===== src/hw/rtl/ut2cal_pkg.sv =====
// Constants and helpers shared by the seconds-to-calendar conversion pipeline.
`timescale 1ns / 1ps

package ut2cal_pkg;

  // Output field widths
  localparam int YEAR_W  = 12;
  localparam int MONTH_W = 4;
  localparam int MDAY_W  = 5;
  localparam int HOUR_W  = 5;
  localparam int MIN_W   = 6;
  localparam int SEC_W   = 6;
  localparam int WDAY_W  = 3;

  // Reciprocal division: q = (x * RECIP) >> SHIFT, RECIP = ceil(2^SHIFT / d).
  // SHIFT >= width(x) + clog2(d) makes the quotient exact for every x.

  // seconds / 86400 done as (seconds >> 7) / 675, x is 25 bits
  localparam int             DAY_SHIFT = 35;
  localparam logic [25:0]    DAY_RECIP =
    26'(((64'd1 << DAY_SHIFT) + 64'd674) / 64'd675);

  // (4r + 3) / 146097, x is 24 bits
  localparam int             CENT_SHIFT = 42;
  localparam logic [24:0]    CENT_RECIP =
    25'(((64'd1 << CENT_SHIFT) + 64'd146096) / 64'd146097);

  // time of day / 3600, x is 17 bits
  localparam int             HOUR_SHIFT = 29;
  localparam logic [17:0]    HOUR_RECIP =
    18'(((64'd1 << HOUR_SHIFT) + 64'd3599) / 64'd3600);

  // (days + 3) / 7, x is 17 bits
  localparam int             WDAY_SHIFT = 20;
  localparam logic [17:0]    WDAY_RECIP =
    18'(((64'd1 << WDAY_SHIFT) + 64'd6) / 64'd7);

  // (4r + 3) / 1461, x is 18 bits
  localparam int             YR_SHIFT = 29;
  localparam logic [18:0]    YR_RECIP =
    19'(((64'd1 << YR_SHIFT) + 64'd1460) / 64'd1461);

  // seconds within the hour / 60, x is 12 bits
  localparam int             MIN_SHIFT = 18;
  localparam logic [12:0]    MIN_RECIP =
    13'(((64'd1 << MIN_SHIFT) + 64'd59) / 64'd60);

  // (5r + 2) / 153, x is 11 bits
  localparam int             MO_SHIFT = 19;
  localparam logic [11:0]    MO_RECIP =
    12'(((64'd1 << MO_SHIFT) + 64'd152) / 64'd153);

  // Calendar constants
  localparam logic [21:0] FVF_DAY_OFFSET = 22'd2472632;  // 2440588 + 32044
  localparam logic [16:0] EPOCH_WDAY     = 17'd3;        // 1970-01-01 is a Thursday
  localparam logic [16:0] SECS_PER_DAY   = 17'd86400;
  localparam logic [16:0] SECS_PER_HOUR  = 17'd3600;
  localparam logic [11:0] SECS_PER_MIN   = 12'd60;
  localparam logic [23:0] DAYS_PER_400Y  = 24'd146097;
  localparam logic [17:0] DAYS_PER_4Y    = 18'd1461;
  localparam logic [16:0] DAYS_PER_WEEK  = 17'd7;
  localparam logic [13:0] YEARS_PER_CENT = 14'd100;
  localparam logic [13:0] YEAR_BASE      = 14'd4800;
  localparam logic [3:0]  MONTH_WRAP     = 4'd10;   // March-based index of January

  // (153 * mo + 2) / 5 for the March-based month index
  function automatic logic [8:0] month_start(input logic [3:0] mo);
    logic [8:0] d;
    case (mo)
      4'd0:    d = 9'd0;
      4'd1:    d = 9'd31;
      4'd2:    d = 9'd61;
      4'd3:    d = 9'd92;
      4'd4:    d = 9'd122;
      4'd5:    d = 9'd153;
      4'd6:    d = 9'd184;
      4'd7:    d = 9'd214;
      4'd8:    d = 9'd245;
      4'd9:    d = 9'd275;
      4'd10:   d = 9'd306;
      4'd11:   d = 9'd337;
      default: d = 9'd0;
    endcase
    return d;
  endfunction

endpackage


===== src/hw/rtl/unix_time_to_calendar_core.sv =====
// Pipelined conversion of 32-bit epoch seconds to calendar date, time and weekday.
`timescale 1ns / 1ps

// Usage
//   Input: drive seconds_since_epoch and pulse start. An item is taken at any
//   edge where start is high and busy is low. busy stays low, so one item can
//   be taken in every cycle.
//   Output: done is high for exactly one cycle per item, with year, month,
//   day_of_month, hour, minute, second and weekday (0 = Monday) valid in
//   that same cycle. Results leave in the order the items came in.
//   Each item passes register stages 1 to 7 and then the output register.
//   Throughput: one item per cycle.
//   The pipeline has eight register stages; they hold the constant-
//   reciprocal multipliers (divide by 86400, 146097, 1461, 153, 3600, 60, 7)
//   and the multiply-subtracts that form the remainders after them.
//   Reset (rst, synchronous) clears all stage valid bits; items in flight
//   are dropped and done stays low until new items arrive.
//   The receiver cannot hold results off, so nothing backs up into the
//   pipeline and no stage ever waits.
module unix_time_to_calendar_core (
  input  logic                         clk,
  input  logic                         rst,
  input  logic                         start,
  output logic                         busy,
  input  logic [31:0]                  seconds_since_epoch,
  output logic                         done,
  output logic [ut2cal_pkg::YEAR_W-1:0]  year,
  output logic [ut2cal_pkg::MONTH_W-1:0] month,
  output logic [ut2cal_pkg::MDAY_W-1:0]  day_of_month,
  output logic [ut2cal_pkg::HOUR_W-1:0]  hour,
  output logic [ut2cal_pkg::MIN_W-1:0]   minute,
  output logic [ut2cal_pkg::SEC_W-1:0]   second,
  output logic [ut2cal_pkg::WDAY_W-1:0]  weekday
);
  import ut2cal_pkg::*;

  // stage valid bits
  logic [7:1] vld;

  // stage 1
  logic [50:0] day_prod_s1;
  logic [16:0] t_s1;
  // stage 2
  logic [15:0] days_s2;
  logic [16:0] tod_s2;
  // stage 3
  logic [21:0] r_s3;
  logic [48:0] cent_prod_s3;
  logic [16:0] tod_s3;
  logic [34:0] hour_prod_s3;
  logic [16:0] wk_n_s3;
  logic [34:0] wk_prod_s3;
  // stage 4
  logic [6:0]  cent_s4;
  logic [15:0] r2_s4;
  logic [4:0]  hour_s4;
  logic [11:0] remh_s4;
  logic [2:0]  wday_s4;
  // stage 5
  logic [6:0]  cent_s5;
  logic [15:0] r2_s5;
  logic [36:0] yr_prod_s5;
  logic [4:0]  hour_s5;
  logic [11:0] remh_s5;
  logic [24:0] min_prod_s5;
  logic [2:0]  wday_s5;
  // stage 6
  logic [6:0]  cent_s6;
  logic [6:0]  yr_s6;
  logic [8:0]  r3_s6;
  logic [4:0]  hour_s6;
  logic [5:0]  min_s6;
  logic [5:0]  sec_s6;
  logic [2:0]  wday_s6;
  // stage 7
  logic [6:0]  cent_s7;
  logic [6:0]  yr_s7;
  logic [8:0]  r3_s7;
  logic [22:0] mo_prod_s7;
  logic [4:0]  hour_s7;
  logic [5:0]  min_s7;
  logic [5:0]  sec_s7;
  logic [2:0]  wday_s7;

  // combinational per stage
  logic [50:0] day_prod;
  logic [15:0] days;
  logic [31:0] day_secs;
  logic [16:0] tod;
  logic [21:0] r_cent;
  logic [23:0] n_cent;
  logic [48:0] cent_prod;
  logic [34:0] hour_prod;
  logic [16:0] wk_n;
  logic [34:0] wk_prod;
  logic [6:0]  cent;
  logic [23:0] cent_days;
  logic [21:0] r2_full;
  logic [4:0]  hour_q;
  logic [16:0] hour_secs;
  logic [16:0] remh_full;
  logic [14:0] wk_q;
  logic [16:0] wk_rem;
  logic [17:0] n_yr;
  logic [36:0] yr_prod;
  logic [24:0] min_prod;
  logic [6:0]  yr;
  logic [17:0] yr_days;
  logic [15:0] r3_full;
  logic [5:0]  min_q;
  logic [11:0] sec_full;
  logic [10:0] n_mo;
  logic [22:0] mo_prod;
  logic [3:0]  mo;
  logic        corr;
  logic [8:0]  mday_full;
  logic [3:0]  month_next;
  logic [13:0] year_full;

  // results are never held back, so input is always open
  assign busy = 1'b0;

  always_comb begin
    // stage 0: day count
    day_prod   = 51'(seconds_since_epoch[31:7]) * 51'(DAY_RECIP);
    // stage 1: time of day
    days       = day_prod_s1[50:35];
    day_secs   = 32'(days) * 32'(SECS_PER_DAY);
    tod        = t_s1 - day_secs[16:0];
    // stage 2: century quotient, hour quotient, weekday quotient
    r_cent     = {6'd0, days_s2} + FVF_DAY_OFFSET;
    n_cent     = {r_cent, 2'b11};
    cent_prod  = 49'(n_cent) * 49'(CENT_RECIP);
    hour_prod  = 35'(tod_s2) * 35'(HOUR_RECIP);
    wk_n       = {1'b0, days_s2} + EPOCH_WDAY;
    wk_prod    = 35'(wk_n) * 35'(WDAY_RECIP);
    // stage 3: remainders
    cent       = cent_prod_s3[48:42];
    cent_days  = 24'(cent) * DAYS_PER_400Y;
    r2_full    = r_s3 - cent_days[23:2];
    hour_q     = hour_prod_s3[33:29];
    hour_secs  = 17'(hour_q) * SECS_PER_HOUR;
    remh_full  = tod_s3 - hour_secs;
    wk_q       = wk_prod_s3[34:20];
    wk_rem     = wk_n_s3 - 17'(wk_q) * DAYS_PER_WEEK;
    // stage 4: year-in-century quotient, minute quotient
    n_yr       = {r2_s4, 2'b11};
    yr_prod    = 37'(n_yr) * 37'(YR_RECIP);
    min_prod   = 25'(remh_s4) * 25'(MIN_RECIP);
    // stage 5: day of year, second
    yr         = yr_prod_s5[35:29];
    yr_days    = 18'(yr) * DAYS_PER_4Y;
    r3_full    = r2_s5 - yr_days[17:2];
    min_q      = min_prod_s5[23:18];
    sec_full   = remh_s5 - 12'(min_q) * SECS_PER_MIN;
    // stage 6: March-based month quotient
    n_mo       = 11'(11'(r3_s6) * 11'd5 + 11'd2);
    mo_prod    = 23'(n_mo) * 23'(MO_RECIP);
    // stage 7: final date fields
    mo         = mo_prod_s7[22:19];
    corr       = (mo >= MONTH_WRAP);
    mday_full  = r3_s7 - month_start(mo) + 9'd1;
    month_next = corr ? (mo - 4'd9) : (mo + 4'd3);
    year_full  = 14'(cent_s7) * YEARS_PER_CENT + 14'(yr_s7) + 14'(corr) - YEAR_BASE;
  end

  always_ff @(posedge clk) begin
    if (rst) begin
      vld  <= '0;
      done <= 1'b0;
    end else begin
      vld  <= {vld[6:1], start & ~busy};
      done <= vld[7];
    end
  end

  always_ff @(posedge clk) begin
    // stage 1
    day_prod_s1  <= day_prod;
    t_s1         <= seconds_since_epoch[16:0];
    // stage 2
    days_s2      <= days;
    tod_s2       <= tod;
    // stage 3
    r_s3         <= r_cent;
    cent_prod_s3 <= cent_prod;
    tod_s3       <= tod_s2;
    hour_prod_s3 <= hour_prod;
    wk_n_s3      <= wk_n;
    wk_prod_s3   <= wk_prod;
    // stage 4
    cent_s4      <= cent;
    r2_s4        <= r2_full[15:0];
    hour_s4      <= hour_q;
    remh_s4      <= remh_full[11:0];
    wday_s4      <= wk_rem[2:0];
    // stage 5
    cent_s5      <= cent_s4;
    r2_s5        <= r2_s4;
    yr_prod_s5   <= yr_prod;
    hour_s5      <= hour_s4;
    remh_s5      <= remh_s4;
    min_prod_s5  <= min_prod;
    wday_s5      <= wday_s4;
    // stage 6
    cent_s6      <= cent_s5;
    yr_s6        <= yr;
    r3_s6        <= r3_full[8:0];
    hour_s6      <= hour_s5;
    min_s6       <= min_q;
    sec_s6       <= sec_full[5:0];
    wday_s6      <= wday_s5;
    // stage 7
    cent_s7      <= cent_s6;
    yr_s7        <= yr_s6;
    r3_s7        <= r3_s6;
    mo_prod_s7   <= mo_prod;
    hour_s7      <= hour_s6;
    min_s7       <= min_s6;
    sec_s7       <= sec_s6;
    wday_s7      <= wday_s6;
    // output
    year         <= year_full[YEAR_W-1:0];
    month        <= month_next;
    day_of_month <= mday_full[MDAY_W-1:0];
    hour         <= hour_s7;
    minute       <= min_s7;
    second       <= sec_s7;
    weekday      <= wday_s7;
  end

endmodule


===== config.mk =====
export PLATFORM = sky130hd
export DESIGN_NAME = unix_time_to_calendar_core
export DESIGN_NICKNAME = d
export VERILOG_FILES = /design/src/hw/rtl/ut2cal_pkg.sv /design/src/hw/rtl/unix_time_to_calendar_core.sv
export SDC_FILE = /design/constraint.sdc
export NUM_CORES = 2
export LEC_CHECK = 0
export BUFFER_PORTS_ARGS = -buffer_cell sky130_fd_sc_hd__buf_2
export CAP_MARGIN = 15
export CORE_ASPECT_RATIO = 0.9
export CORE_MARGIN = 5
export CORE_UTILIZATION = 30
export DETAILED_ROUTE_END_ITERATION = 10
export GPL_ROUTABILITY_DRIVEN = 0
export GPL_TIMING_DRIVEN = 0
export PLACE_DENSITY = 0.43
export SLEW_MARGIN = 20
export SYNTH_ARGS = -nofsm -noshare
export SYNTH_HDL_FRONTEND = slang
export SYNTH_SLANG_ARGS = --single-unit
export TNS_END_PERCENT = 30

===== constraint.sdc =====
create_clock -name clk -period 17.3 [get_ports clk]
set_clock_uncertainty 0.15 [all_clocks]
set_input_delay 1.73 -clock clk [delete_from_list [all_inputs] [get_ports clk]]
set_output_delay 1.73 -clock clk [all_outputs]
set_load 0.1 [all_outputs]

==> results.rst <==
.. list-table::
   :header-rows: 1

   * - Metric
     - Value
   * - Setup WS pre-CTS
     - 7.582 ns
   * - Critical-path top delay cell
     - sky130_fd_sc_hd__a311oi_1
   * - Critical path class
     - reg -> reg
   * - Number of different library cells in the post-synthesis netlist
     - 68
   * - Most used flip-flop cell after synthesis
     - sky130_fd_sc_hd__dfxtp_1
   * - Total standard cell area after synthesis
     - 44780 um2
   * - Final hold vios
     - 0
   * - Port bufs
     - 76
   * - Area of the die
     - 157100 um2
   * - Hold_buf cts
     - 0
   * - Clock root buffer
     - sky130_fd_sc_hd__clkbuf_16
   * - Number of fillers in the final layout
     - around 15000
   * - Element type at the critical path start
     - flip-flop
   * - Starting utilization of the core area
     - a little under a third
   * - Biggest cell delay along the critical path
     - slightly below 0.7 ns
   * - Measured slew at the worst slew-check pin
     - roughly 1 ns
   * - Run status
     - finished clean
   * - Post-Route WL
     - about 94000 um
   * - DR WL/cell
     - 14.75 um
   * - Post-CTS setup buffer count
     - 0
   * - Max frequency
     - 106.3 MHz
   * - DIE HEIGHT
     - between 300 and 400 um
   * - Required time of the worst setup path
     - about 18 ns
   * - Ratio of final minimum period to clock period
     - 54.38%
   * - Number of flops mapped to enable cells by yosys
     - 0
   * - I/O pin total
     - between 70 and 80
   * - Routed Antenna Nets
     - 0
   * - Most used cells in the layout excluding fill and tap cells
     - sky130_fd_sc_hd__inv_1, sky130_fd_sc_hd__ha_1, sky130_fd_sc_hd__fa_1
   * - Nets@finish
     - 6240
   * - Worst hold path type
     - reg -> reg
   * - Iter 0 DRT Violations
     - 728
   * - Maximum fanout along the worst path
     - 8
   * - Number of search-and-repair iterations in the first detailed-routing pass
     - 4
   * - Final setup violating endpoints
     - 0
   * - Mean post-synth cell area
     - 10.52 um2
   * - Critical path data arrival time
     - 9.77 ns
   * - CTS buffer count
     - 42
   * - Post-layout minimum cycle time
     - ~9.4 ns
   * - Syn_nets
     - ~6000
   * - Part of the Yosys area used for sequential elements
     - 15.11%
   * - H-tree depth
     - 2
   * - Total number of yosys warnings
     - 0
   * - # rows
     - between 100 and 150
   * - Post-cts repair resize count
     - 0
   * - Placeable core area
     - 148400 um2
   * - Critical path's top delay family
     - adder cells
   * - Post-synthesis async set-or-reset flop share
     - 0%
   * - Number of sinks on the clock net
     - 338
   * - Post-CTS clock slew at the launch and capture registers of the worst setup and hold paths
     - 0.06 ns
   * - Initial antenna violation count
     - 2
   * - Wire length of the first global-routing pass
     - 157600 um
   * - Growth of design area from synthesis to finish
     - 9.631%
   * - Number of buffer and inverter stages on the critical path
     - 5
   * - Post-detailed-route via-to-cell ratio
     - 4.140
   * - Number of design rule violations left after detail routing
     - 0
   * - Source-to-sink clock delay at the later pin of the worst-skew pair
     - 0.58 ns
   * - Antenna cell count
     - 0
   * - Total vias in the final route
     - 26420
   * - Via count of the first global-routing pass
     - 28850
   * - Overall fraction of global-route tracks in use
     - 12.55%
   * - RSZ-0062 raised after global routing
     - no
   * - Max-slew violations
     - 0
   * - CTS Buffer Depth
     - 3
   * - Max-capacitance violation count
     - 0
   * - Worst setup EP type
     - flip-flop
   * - Yosys reg bits
     - roughly 340
   * - Largest net degree at the start of global routing
     - 14
   * - Most common cell type on the critical path
     - sky130_fd_sc_hd__fa_1
   * - Total negative slack for setup checks
     - 0 ns
   * - Number of standard cells after synthesis
     - 4258
   * - Detailed placement HPWL
     - a little over 80000 um
   * - CTS tree
     - done
   * - Floorplan die width
     - 417.3 um
   * - Worst relative slew slack
     - about a third
   * - Most frequent standard cell in the layout excluding fill and tap cells
     - sky130_fd_sc_hd__inv_1
   * - Global-route congestion overflow total
     - 0
   * - Setup WS post-layout
     - 7.892 ns
   * - Fraction of final layout cells sized beyond drive strength 1
     - 3.946%
==> cells by family (layout without fill, tap and decap cells) <==
group           after synthesis  count (layout)  share of synthesized area (%)
other cells                   1               1                       0.008374
xor+xnor                    219             219                          4.317
compound gates              342             342                          4.909
mux                           2               2                        0.04471
flops                       338             338                          15.11
buf+inv                    1245            1396                          10.45
simple gates                284             284                          3.233
fa+ha+maj                  1827            1827                          61.93
==> cells in the mapped netlist (24+ instances only) <==
| cell | count | area share [%] |
|---|---|---|
| sky130_fd_sc_hd__a21oi_1 | 115 | 1.3 |
| sky130_fd_sc_hd__nor2_1 | 81 | 0.68 |
| sky130_fd_sc_hd__fa_1 | 649 | 29 |
| sky130_fd_sc_hd__dfxtp_1 | 338 | 15 |
| sky130_fd_sc_hd__a21o_1 | 55 | 0.92 |
| sky130_fd_sc_hd__xnor2_1 | 152 | 3.0 |
| sky130_fd_sc_hd__o21ai_0 | 60 | 0.67 |
| sky130_fd_sc_hd__nand2_1 | 43 | 0.36 |
| sky130_fd_sc_hd__nor3_1 | 24 | 0.27 |
| sky130_fd_sc_hd__ha_1 | 1178 | 33 |
| sky130_fd_sc_hd__nand3_1 | 27 | 0.30 |
| sky130_fd_sc_hd__inv_1 | 1232 | 10 |
| sky130_fd_sc_hd__nor2b_1 | 31 | 0.43 |
| sky130_fd_sc_hd__xor2_1 | 65 | 1.3 |
==> metal layers <==
layer  wire length (um)  GRT usage (%)  vias to the layer above
li1                   -              -                    13570
met2              41060          19.74                      189
met4               1296          1.904                        0
met5                  0              0                        -
met3               2148          1.404                       70
met1              49620          18.88                    12590
==> final cells by class <==
type                       count  area, um2  area share [%]
clock buffer                  55       1171           2.385
multi-input combinational   2675      33360           67.94
clock inverter                20      271.5          0.5530
sequential                   338       6766           13.78
timing repair buffer          76      380.4          0.7748
tap                         1972       2467           5.026
inverter                    1233       4628           9.427
buffer                        12      52.55          0.1070
==> state kept, by name, indices dropped and copies added, names as in the netlist, 9 cells and up, named ones only <==
| register | count |
|---|---|
| t_s1 | 17 |
| tod_s2 | 17 |
| day_prod_s1 | 16 |
| days_s2 | 16 |
| r2_s4 | 16 |
| r_s3 | 16 |
| remh_s4 | 12 |
| year | 12 |
| tod_s3 | 11 |
| r2_s5 | 9 |
| r3_s6 | 9 |
==> worst paths after layout <==
kind	from	end	slack [ns]	cells after the start
max	days_s2[4]	cent_prod_s3[42]	7.89	29
max reg2reg	days_s2[4]	cent_prod_s3[42]	7.89	29
min	wday_s7[2]	weekday[2]	0.17	0
min reg2reg	wday_s7[2]	weekday[2]	0.17	0
==> metrics by stage <==
stage          utilization (%)  area, um2  hold WS, ns  cells
2_1_floorplan                -      44780       0.1596   4258
3_3_place_gp             32.10      47630       0.1602   6306
3_5_place_dp             32.11      47640       0.1621   6306
4_1_cts                  33.08      49080       0.1673   6381
5_1_grt                  33.09      49090       0.1670   6381
6_report                 33.09      49090       0.1696   6381
Power is not shown: default switching activity piles up to over one toggle a cycle in this logic, so the estimate is an artifact.
